===== config.mk =====
export PLATFORM = sky130hd
export DESIGN_NAME = hex_rgb_to_led_pulse_encoder
export DESIGN_NICKNAME = d
export VERILOG_FILES = /design/src/rtl/hrlpe_pkg.sv /design/src/rtl/hex_rgb_to_led_pulse_encoder.sv /design/src/rtl/hrlpe_decode.sv /design/src/rtl/hrlpe_emit.sv
export VERILOG_INCLUDE_DIRS = /design/src /design/src/rtl
export SDC_FILE = /design/constraint.sdc
export NUM_CORES = 1
export LEC_CHECK = 0
export BUFFER_PORTS_ARGS = -buffer_cell sky130_fd_sc_hd__buf_2
export CORE_UTILIZATION = 58
export DETAILED_ROUTE_END_ITERATION = 10
export GPL_TIMING_DRIVEN = 0
export PLACE_DENSITY = 0.79
export RECOVER_POWER = 50
export SETUP_SLACK_MARGIN = 0.15
export SYNTH_ARGS = -nofsm -noshare
export SYNTH_HDL_FRONTEND = slang
export SYNTH_SLANG_ARGS = --single-unit
export TNS_END_PERCENT = 20

===== constraint.sdc =====
create_clock -name aclk -period 8.84 [get_ports aclk]
set_clock_uncertainty 0.2 [all_clocks]
set_input_delay 1.768 -clock aclk [delete_from_list [all_inputs] [get_ports aclk]]
set_output_delay 1.768 -clock aclk [all_outputs]
set_load 0.005 [all_outputs]

===== src/rtl/hex_rgb_to_led_pulse_encoder_assert.svh =====
// assertion macros for the hex rgb to led pulse encoder
`ifndef HEX_RGB_TO_LED_PULSE_ENCODER_ASSERT_SVH
`define HEX_RGB_TO_LED_PULSE_ENCODER_ASSERT_SVH

// checked only while out of reset
`define HRLPE_ASSERT(lbl, prop, msg) \
    lbl: assert property (@(posedge aclk) disable iff (!aresetn) prop) else $error(msg);

// checked on every edge, reset included
`define HRLPE_ASSERT_ALWAYS(lbl, prop, msg) \
    lbl: assert property (@(posedge aclk) prop) else $error(msg);

`endif


===== src/rtl/hrlpe_pkg.sv =====
// shared constants, types and helpers of the hex rgb to led pulse encoder
package hrlpe_pkg;

    localparam int LEDS_PER_FRAME = 40;
    localparam int LED_CNT_W      = (LEDS_PER_FRAME > 1) ? $clog2(LEDS_PER_FRAME) : 1;
    localparam int LED_IDX_W      = 6;
    localparam int CHAR_W         = 8;
    localparam int CMP_W          = 16;
    localparam int PERIOD_W       = 16;
    localparam int GRB_W          = 24;
    localparam int BEAT_CNT_W     = $clog2(GRB_W + 1);
    localparam int M_DATA_W       = ((CMP_W + LED_IDX_W + 7) / 8) * 8;
    localparam int M_PAD_W        = M_DATA_W - CMP_W - LED_IDX_W;
    localparam int S_DATA_W       = CHAR_W;

    localparam logic [PERIOD_W-1:0] PERIOD_RESET = 16'd39;

    // floor(num * x / 100) as (x * ceil(num * 2^24 / 100)) >> 24, exact for 16-bit x
    localparam int RECIP_SHIFT = 24;
    localparam int RECIP_W     = 24;
    localparam logic [RECIP_W-1:0] RECIP_ONE  = RECIP_W'((66 * (64'd1 << RECIP_SHIFT) + 99) / 100);
    localparam logic [RECIP_W-1:0] RECIP_ZERO = RECIP_W'((33 * (64'd1 << RECIP_SHIFT) + 99) / 100);

    // positions within the six-character group
    localparam logic [2:0] POS_LAST = 3'd5;
    localparam logic [2:0] POS_P1   = 3'd1;
    localparam logic [2:0] POS_P2   = 3'd3;

    localparam logic [CHAR_W-1:0] ASCII_0 = 8'h30;
    localparam logic [CHAR_W-1:0] ASCII_A = 8'h41;
    localparam logic [CHAR_W-1:0] HEX_A_OFS = 8'h37;  // 'A' - 10

    typedef struct packed {
        logic                 valid;
        logic [GRB_W-1:0]     grb;
        logic [LED_IDX_W-1:0] led;
    } hrlpe_group_t;

    function automatic logic [PERIOD_W-1:0] period_span(input logic [PERIOD_W-1:0] period);
        period_span = (period == '0) ? '0 : period - 1'b1;
    endfunction

    function automatic logic [CMP_W-1:0] scale_span(input logic [PERIOD_W-1:0] span,
                                                    input logic [RECIP_W-1:0]  recip);
        logic [PERIOD_W+RECIP_W-1:0] prod;
        prod       = PERIOD_W'(span) * recip;
        scale_span = CMP_W'(prod >> RECIP_SHIFT);
    endfunction

endpackage


===== src/rtl/hex_rgb_to_led_pulse_encoder.sv =====
// top level of the hex rgb to led pulse encoder
//
// s_ channel: one ascii hex character per beat in s_tdata[7:0], six per led,
// text order red, green, blue. m_ channel: one pwm compare value per beat,
// 24 beats per led, msb first in green, red, blue order; m_tdata[15:0] is
// the compare value, m_tdata[21:16] the led index in the frame, m_tlast
// marks the 24th beat of an led. cfg channel writes the timer period; the
// two compare values are worked out from it in the write cycle itself.
// latency: the first beat of an led is valid the cycle after its sixth
// character is taken. throughput: one result beat per cycle while the
// receiver is ready; the first five characters of a group are taken in any
// cycle. a sixth character waits until the previous led's last beat leaves,
// so a stalled receiver holds back the input after at most five more
// characters. reset clears the group position, led counter and serializer
// and brings the period back to 39.
module hex_rgb_to_led_pulse_encoder
    import hrlpe_pkg::*;
(
    input  logic                aclk,
    input  logic                aresetn,
    input  logic                s_tvalid,
    output logic                s_tready,
    input  logic [S_DATA_W-1:0] s_tdata,   // [7:0] hex_char
    output logic                m_tvalid,
    input  logic                m_tready,
    output logic [M_DATA_W-1:0] m_tdata,   // [15:0] compare_value, [21:16] led_index
    output logic                m_tlast,
    input  logic                cfg_valid,
    output logic                cfg_ready,
    input  logic [PERIOD_W-1:0] cfg_data   // timer_period
);

    hrlpe_group_t      group;
    logic              load_ok;
    logic [CMP_W-1:0]  one_reg, zero_reg;
    logic [PERIOD_W-1:0] cfg_span;
    logic [LED_IDX_W-1:0] m_led;

    assign cfg_ready = 1'b1;
    assign cfg_span  = period_span(cfg_data);
    assign m_led     = m_tdata[CMP_W +: LED_IDX_W];

    always_ff @(posedge aclk) begin
        if (!aresetn) begin
            one_reg  <= scale_span(period_span(PERIOD_RESET), RECIP_ONE);
            zero_reg <= scale_span(period_span(PERIOD_RESET), RECIP_ZERO);
        end else if (cfg_valid) begin
            one_reg  <= scale_span(cfg_span, RECIP_ONE);
            zero_reg <= scale_span(cfg_span, RECIP_ZERO);
        end
    end

    hrlpe_decode u_decode (
        .aclk     (aclk),
        .aresetn  (aresetn),
        .s_tvalid (s_tvalid),
        .s_tready (s_tready),
        .s_tdata  (s_tdata),
        .load_ok  (load_ok),
        .group    (group)
    );

    hrlpe_emit u_emit (
        .aclk     (aclk),
        .aresetn  (aresetn),
        .group    (group),
        .one_val  (one_reg),
        .zero_val (zero_reg),
        .load_ok  (load_ok),
        .m_tvalid (m_tvalid),
        .m_tready (m_tready),
        .m_tdata  (m_tdata),
        .m_tlast  (m_tlast)
    );

`include "hex_rgb_to_led_pulse_encoder_assert.svh"

    // a new led may only load when the serializer is empty or on its last beat
    `HRLPE_ASSERT(a_no_overrun, group.valid |-> (!m_tvalid || (m_tlast && m_tready)), "overrun")

    // the serializer is empty right after reset
    `HRLPE_ASSERT_ALWAYS(a_reset_empty, !aresetn |=> !m_tvalid, "beat valid after reset")

    // led index stays inside the frame
    `HRLPE_ASSERT(a_led_range, m_tvalid |-> (m_led < LED_IDX_W'(LEDS_PER_FRAME)), "led out of frame")

endmodule


===== src/rtl/hrlpe_decode.sv =====
// character decoder and six-character group assembler
module hrlpe_decode
    import hrlpe_pkg::*;
(
    input  logic                aclk,
    input  logic                aresetn,
    input  logic                s_tvalid,
    output logic                s_tready,
    input  logic [S_DATA_W-1:0] s_tdata,   // [7:0] hex_char
    input  logic                load_ok,
    output hrlpe_group_t        group
);

    logic [2:0]           pos_reg, pos_next;
    logic [3:0]           nibble_reg;
    logic [7:0]           p1_reg, p2_reg;
    logic [LED_CNT_W-1:0] led_reg, led_next;
    logic [7:0]           digit;
    logic [7:0]           pair_byte;
    logic                 accept;
    logic                 is_last;

    assign is_last  = (pos_reg == POS_LAST);
    assign s_tready = !is_last || load_ok;
    assign accept   = s_tvalid && s_tready;

    // non-hex characters follow the same rule with wrapping
    assign digit     = (s_tdata < ASCII_A) ? s_tdata - ASCII_0 : s_tdata - HEX_A_OFS;
    assign pair_byte = {nibble_reg, 4'b0000} + digit;

    always_comb begin
        pos_next = pos_reg;
        led_next = led_reg;
        if (accept) begin
            if (is_last) begin
                pos_next = '0;
                led_next = (led_reg == LED_CNT_W'(LEDS_PER_FRAME - 1)) ? '0 : led_reg + 1'b1;
            end else begin
                pos_next = pos_reg + 1'b1;
            end
        end
    end

    always_ff @(posedge aclk) begin
        if (!aresetn) begin
            pos_reg <= '0;
            led_reg <= '0;
        end else begin
            pos_reg <= pos_next;
            led_reg <= led_next;
        end
    end

    always_ff @(posedge aclk) begin
        if (accept) begin
            if (!pos_reg[0]) begin
                nibble_reg <= digit[3:0];
            end
            if (pos_reg == POS_P1) begin
                p1_reg <= pair_byte;
            end
            if (pos_reg == POS_P2) begin
                p2_reg <= pair_byte;
            end
        end
    end

    // green, red, blue on the wire
    assign group.valid = accept && is_last;
    assign group.grb   = {p2_reg, p1_reg, pair_byte};
    assign group.led   = LED_IDX_W'(led_reg);

endmodule


===== src/rtl/hrlpe_emit.sv =====
// bit serializer that turns one led's 24 color bits into compare value beats
module hrlpe_emit
    import hrlpe_pkg::*;
(
    input  logic                aclk,
    input  logic                aresetn,
    input  hrlpe_group_t        group,
    input  logic [CMP_W-1:0]    one_val,
    input  logic [CMP_W-1:0]    zero_val,
    output logic                load_ok,
    output logic                m_tvalid,
    input  logic                m_tready,
    output logic [M_DATA_W-1:0] m_tdata,   // [15:0] compare_value, [21:16] led_index
    output logic                m_tlast
);

    logic [BEAT_CNT_W-1:0] left_reg, left_next;
    logic [GRB_W-1:0]      bits_reg, bits_next;
    logic [LED_IDX_W-1:0]  led_reg;
    logic                  take;

    assign m_tvalid = (left_reg != '0);
    assign m_tlast  = (left_reg == BEAT_CNT_W'(1));
    assign take     = m_tvalid && m_tready;
    assign load_ok  = !m_tvalid || (m_tlast && m_tready);

    always_comb begin
        left_next = left_reg;
        bits_next = bits_reg;
        if (group.valid) begin
            left_next = BEAT_CNT_W'(GRB_W);
            bits_next = group.grb;
        end else if (take) begin
            left_next = left_reg - 1'b1;
            bits_next = {bits_reg[GRB_W-2:0], 1'b0};
        end
    end

    always_ff @(posedge aclk) begin
        if (!aresetn) begin
            left_reg <= '0;
        end else begin
            left_reg <= left_next;
        end
    end

    always_ff @(posedge aclk) begin
        bits_reg <= bits_next;
        if (group.valid) begin
            led_reg <= group.led;
        end
    end

    assign m_tdata = {{M_PAD_W{1'b0}}, led_reg, bits_reg[GRB_W-1] ? one_val : zero_val};

endmodule


* Word-level counts from Yosys, hierarchy flattened
Index checks and enable logic that the tools add are counted.
** Storage, ports and cells
- Flip-flop bits (word level) :: 95
- Logic and storage cells :: 53
- Bits of input ports :: 29
- Output and inout port bits :: 28
** Cells by class
- Reduce and logical (&&, ||, !) cells :: 16
- Bitwise operators :: 2
- Mux-type cells :: 9
- Eq/ne operators :: 5
- Magnitude comparators :: 1
- Multiply operators :: 2
- Add/sub/neg operators :: 7
** Operators with widths (number)
- 24-bit two-way mux :: 2
- 16-bit by 24-bit multiplier with 40-bit output (second input constant) :: 1
- 16-bit by 22-bit multiplier with 38-bit output (second input constant) :: 1
- 16-bit two-way mux :: 2
- 16-bit zero test :: 1
- 16-bit by 1-bit subtractor with 16-bit output (second input constant) :: 1
- 8-bit by 6-bit subtractor with 8-bit output (second input constant) :: 2
- 5-bit two-way mux :: 2
- 8-bit adder :: 1
- 8-bit by 7-bit less-than comparator with 1-bit output (second input constant) :: 1
- 8-bit two-way mux :: 1
- 2-bit AND reduction :: 4
- 6-bit by 1-bit adder with 6-bit output (second input constant) :: 1
- 6-bit == test (second input constant) :: 1
- 6-bit two-way mux :: 1
- 5-bit by 1-bit == test with 1-bit output (second input constant) :: 1
- 5-bit nonzero test :: 1
- 5-bit by 1-bit subtractor with 5-bit output (second input constant) :: 1
- 1-bit logical AND :: 4
- 3-bit by 1-bit adder with 3-bit output (second input constant) :: 1
- 3-bit by 1-bit == test with 1-bit output (second input constant) :: 1
- 3-bit by 2-bit == test with 1-bit output (second input constant) :: 1
- 3-bit == test (second input constant) :: 1
- 3-bit two-way mux :: 1
- 5 further kinds :: 8

* Logic depth before layout (Yosys ltp)
- Word-level depth :: 7
- Mapped depth :: 30
- Depth with buffers taken out :: 29

* Hierarchy
A second synthesis with hierarchy kept.
** Unflattened totals
- Cells, all modules :: 1300
- Area total of the unflattened synthesis :: 12838.6 sq um
** Modules (own cells, without submodules)
- hex_rgb_to_led_pulse_encoder :: area each 9631.7 sq um, instances 1, cells an instance 1059
- hrlpe_emit :: area each 1699.1 sq um, instances 1, cells an instance 111
- hrlpe_decode :: area each 1507.7 sq um, instances 1, cells an instance 130

* Least setup slack after synthesis
No wires, ideal clock.
- Kind :: input -> register
- From :: in cfg_data[0]
- To :: reg zero_reg[14]
- Path slack :: 356 ps
- Path buffers :: 1
- Cell stages on the path :: 25
- Required time :: 8505 ps
- Data arrival time :: 8149 ps
- Cell sequence :: inv_1 -> ha_1 -> nor3b_1 -> nor3b_1 -> nand3_1 -> nand2_1 -> inv_1 -> fa_1 -> inv_1 -> fa_1 -> fa_1 -> inv_1 -> fa_1 -> fa_1 -> fa_1 -> ha_1 -> clkbuf_1 -> a21o_1 -> a21o_1 -> a21oi_1 -> o21ai_0 -> a31oi_1 -> a21boi_0 -> xor2_1 -> a21oi_1
** On the way
- Cells in the longest elaborated chain, start to end :: 3
** RTL lines
- start, declared :: line hex_rgb_to_led_pulse_encoder.sv:30 : input logic [PERIOD_W-1:0] cfg_data
- 16-bit by 1-bit subtractor with 16-bit output or 16-bit zero test (tied branches) :: line hrlpe_pkg.sv:40 : period_span = (period == '0) ? '0 : period - 1'b1;
- 16-bit two-way mux (*) :: line hrlpe_pkg.sv:40
- 16-bit by 22-bit multiplier with 38-bit output (*) :: line hrlpe_pkg.sv:46 : prod = PERIOD_W'(span) * recip;
- end signal, assigned :: line hex_rgb_to_led_pulse_encoder.sv:46 : zero_reg <= scale_span(period_span(PERIOD_RESET), RECIP_ZERO);
- end signal, assigned :: line hex_rgb_to_led_pulse_encoder.sv:49 : zero_reg <= scale_span(cfg_span, RECIP_ZERO);
- end, declared :: line hex_rgb_to_led_pulse_encoder.sv:35 : logic [CMP_W-1:0] one_reg, zero_reg;
Every way passes the cells marked *; elsewhere a longest branch is shown, timed or not.
A chain may end at the register's enable or synchronous reset.

* Final worst setup path
Ends and elaborated chain as after synthesis.

==> run metrics <==
status complete, no violations; fill count 1686; CTS buffer count 9; sequential area share after synthesis 18.3%; Congestion Overflow GR 0; DR vias/cell 5.94; slowest stage delay, CP 530 ps; CTS tree done; max frequency 115 MHz; unrepaired setup endpoints after global routing true; GRT Resource Usage Total 29.5%; initial antenna violation count 0; final WL approximately 34 mm; layout cells sized above 1 14.6%; Synth Cell Area 13100 µm²; R2R setup slack 5200 ps; Clock Root Buffer clkbuf_16; setup TNS 0 ps; Largest register FFs 24; Die Footprint ~23000 µm²; Worst-Skew Late Latency 350 ps; slew margin rel. 14.1%; final period utilization a little over nine tenths; std cell rows 54; # port buffers 52; Worst-path clk slew 70 ps; # nets final about 1900; die width 152 µm; Area Growth Syn to Fin 12.4%; most frequent CP cell fa_1; Buf+Inv Stages, Crit Path 6; WL per Instance 19.2 µm; diodes inserted 0; Worst Path Max Fanout 7; critical path's slowest cell fa_1; max-cap viol count 0; syn avg cell area 9.44 µm²; crit-path cells buf_2 -> inv_2 -> ha_1 -> nor3b_4 -> nor3b_4 -> nand3_4 -> and2_4 -> inv_1 -> fa_1 -> inv_1 -> fa_1 -> fa_1 -> inv_1 -> fa_1 -> fa_1 -> fa_1 -> inv_1 -> ha_2 -> nand3_1 -> or3_1 -> o311ai_2 -> a21boi_2 -> xor2_1 -> a21oi_1; Final setup viols 0; Initial Utilization 59.7%; first-pass GRT wire length 53.5 mm; startpoint types input pin; Setup crit end kind flip-flop; ys flop type edfxtp_1; HP Class flip-flop to flip-flop; minimum clock period 8690 ps; Fin Hold WS 261 ps; hpwl dp 27.1 mm; CP top delay family adder cells; Max H-tree Level 3; # clock sinks between 90 and 100; CTS Buffer Depth 2; required time of the critical path between 8000 and 9000 ps; CP arrival slightly below 9000 ps; ys async rst share 0%; hold violation total from the final report 0; drt pass-1 iters 5; critical path class input pin to flip-flop; I/O pins 57; cts hold-fix bufs 0; number of synthesized flops with an enable pin 50; commonest cells after routing, fill and taps aside inv_1, ha_1, fa_1, nand2_1, a21oi_1; # DRC 0; vias in the first global route 10600; routed via count 10500; GP Congestion between 0.9 and 1; Synth cell types 67; First DRT Iteration DRCs 789; CORE AREA between 20000 and 25000 µm²; Die H 152 µm; commonest non-fill, non-tap cell in the layout inv_1; Antenna Nets Post-Route 0; flops & latches, synth 95; yosys warns 0; synthesized instance count 1388; worst-margin pin slew 1280 ps; max-slew violations 0; largest net degree at the start of global routing 25
[per-layer routing]
| metal | GRT usage (%) | part of all wire, % |
|---|---|---|
| met1 | 37.8 | 41 |
| met2 | 50.9 | 48 |
| met3 | 4.84 | 6.4 |
| met4 | 9.72 | 4.4 |
| met5 | 0 | 0 |
[cells in the mapped netlist (26+ instances only)]
master    instances  area share [%]
edfxtp_1         50              11
nand2_1         132             3.8
nand3_1          30             1.1
dfxtp_1          45             6.9
clkbuf_1         26            0.74
nor2_1           41             1.2
a21o_1           32             1.8
ha_1            213              20
inv_1           273             7.8
a21oi_1          71             2.7
fa_1            155              24
o21ai_0          46             1.8
[final timing paths]
kind,from,end,cells past startpoint
hold reg to reg,zero_reg[0],zero_reg[0],2
setup / recovery,cfg_data[0],zero_reg[14],24
hold / removal,zero_reg[0],zero_reg[0],2
setup reg to reg,u_emit.left_reg[0],u_emit.bits_reg[8],8
[cell type report]
| cell class | count | area [µm²] | area share, % |
|---|---|---|---|
| Inverter | 274 | 1050 | 7.14 |
| Tap cell | 280 | 350 | 2.38 |
| Clock inverter | 7 | 68.8 | 0.467 |
| Sequential cell | 95 | 2400 | 16.3 |
| Buffer | 33 | 144 | 0.977 |
| Clock buffer | 9 | 225 | 1.53 |
| Timing Repair Buffer | 88 | 519 | 3.53 |
| Multi-Input combinational cell | 987 | 9960 | 67.7 |
[kinds of logic (layout without fill, tap and decap cells)]
kind of cell | Yosys count | count (layout) | share of synthesized area (%)
fa+ha+maj | 368 | 368 | 44.0
simple gates | 311 | 311 | 11.9
buf+inv | 307 | 411 | 8.88
compound gates | 233 | 233 | 11.5
flops | 95 | 95 | 18.3
xor+xnor | 45 | 45 | 3.01
mux | 27 | 27 | 2.26
other cells | 2 | 3 | 0.0573
[through the flow]
stage               util [%]  std cells  area [µm²]  setup WS, ps
floorplan                  -       1389       13100           356
global placement        62.5       1721       13700         -1160
detailed placement      62.5       1721       13700         -1320
CTS                     64.9       1749       14300           122
global route            67.1       1773       14700         -10.4
finish                  67.1       1773       14700           148
[repair_timing]
item                       in CTS  in global routing
pin swaps                       4                 24
gates resized for setup        39                 79
gates cloned                    0                  0
setup endpoints to repair      30                 30
setup buffers                  12                 24
[tightest hold or removal path, stage by stage (launching register included)]
cell and delay, ps:
dfxtp_1 330, nand2_1 40, o21ai_0 60
Power is left out: the tool's default activity adds up to more than one toggle a clock period on the data nets, which glitch-free logic cannot reach.
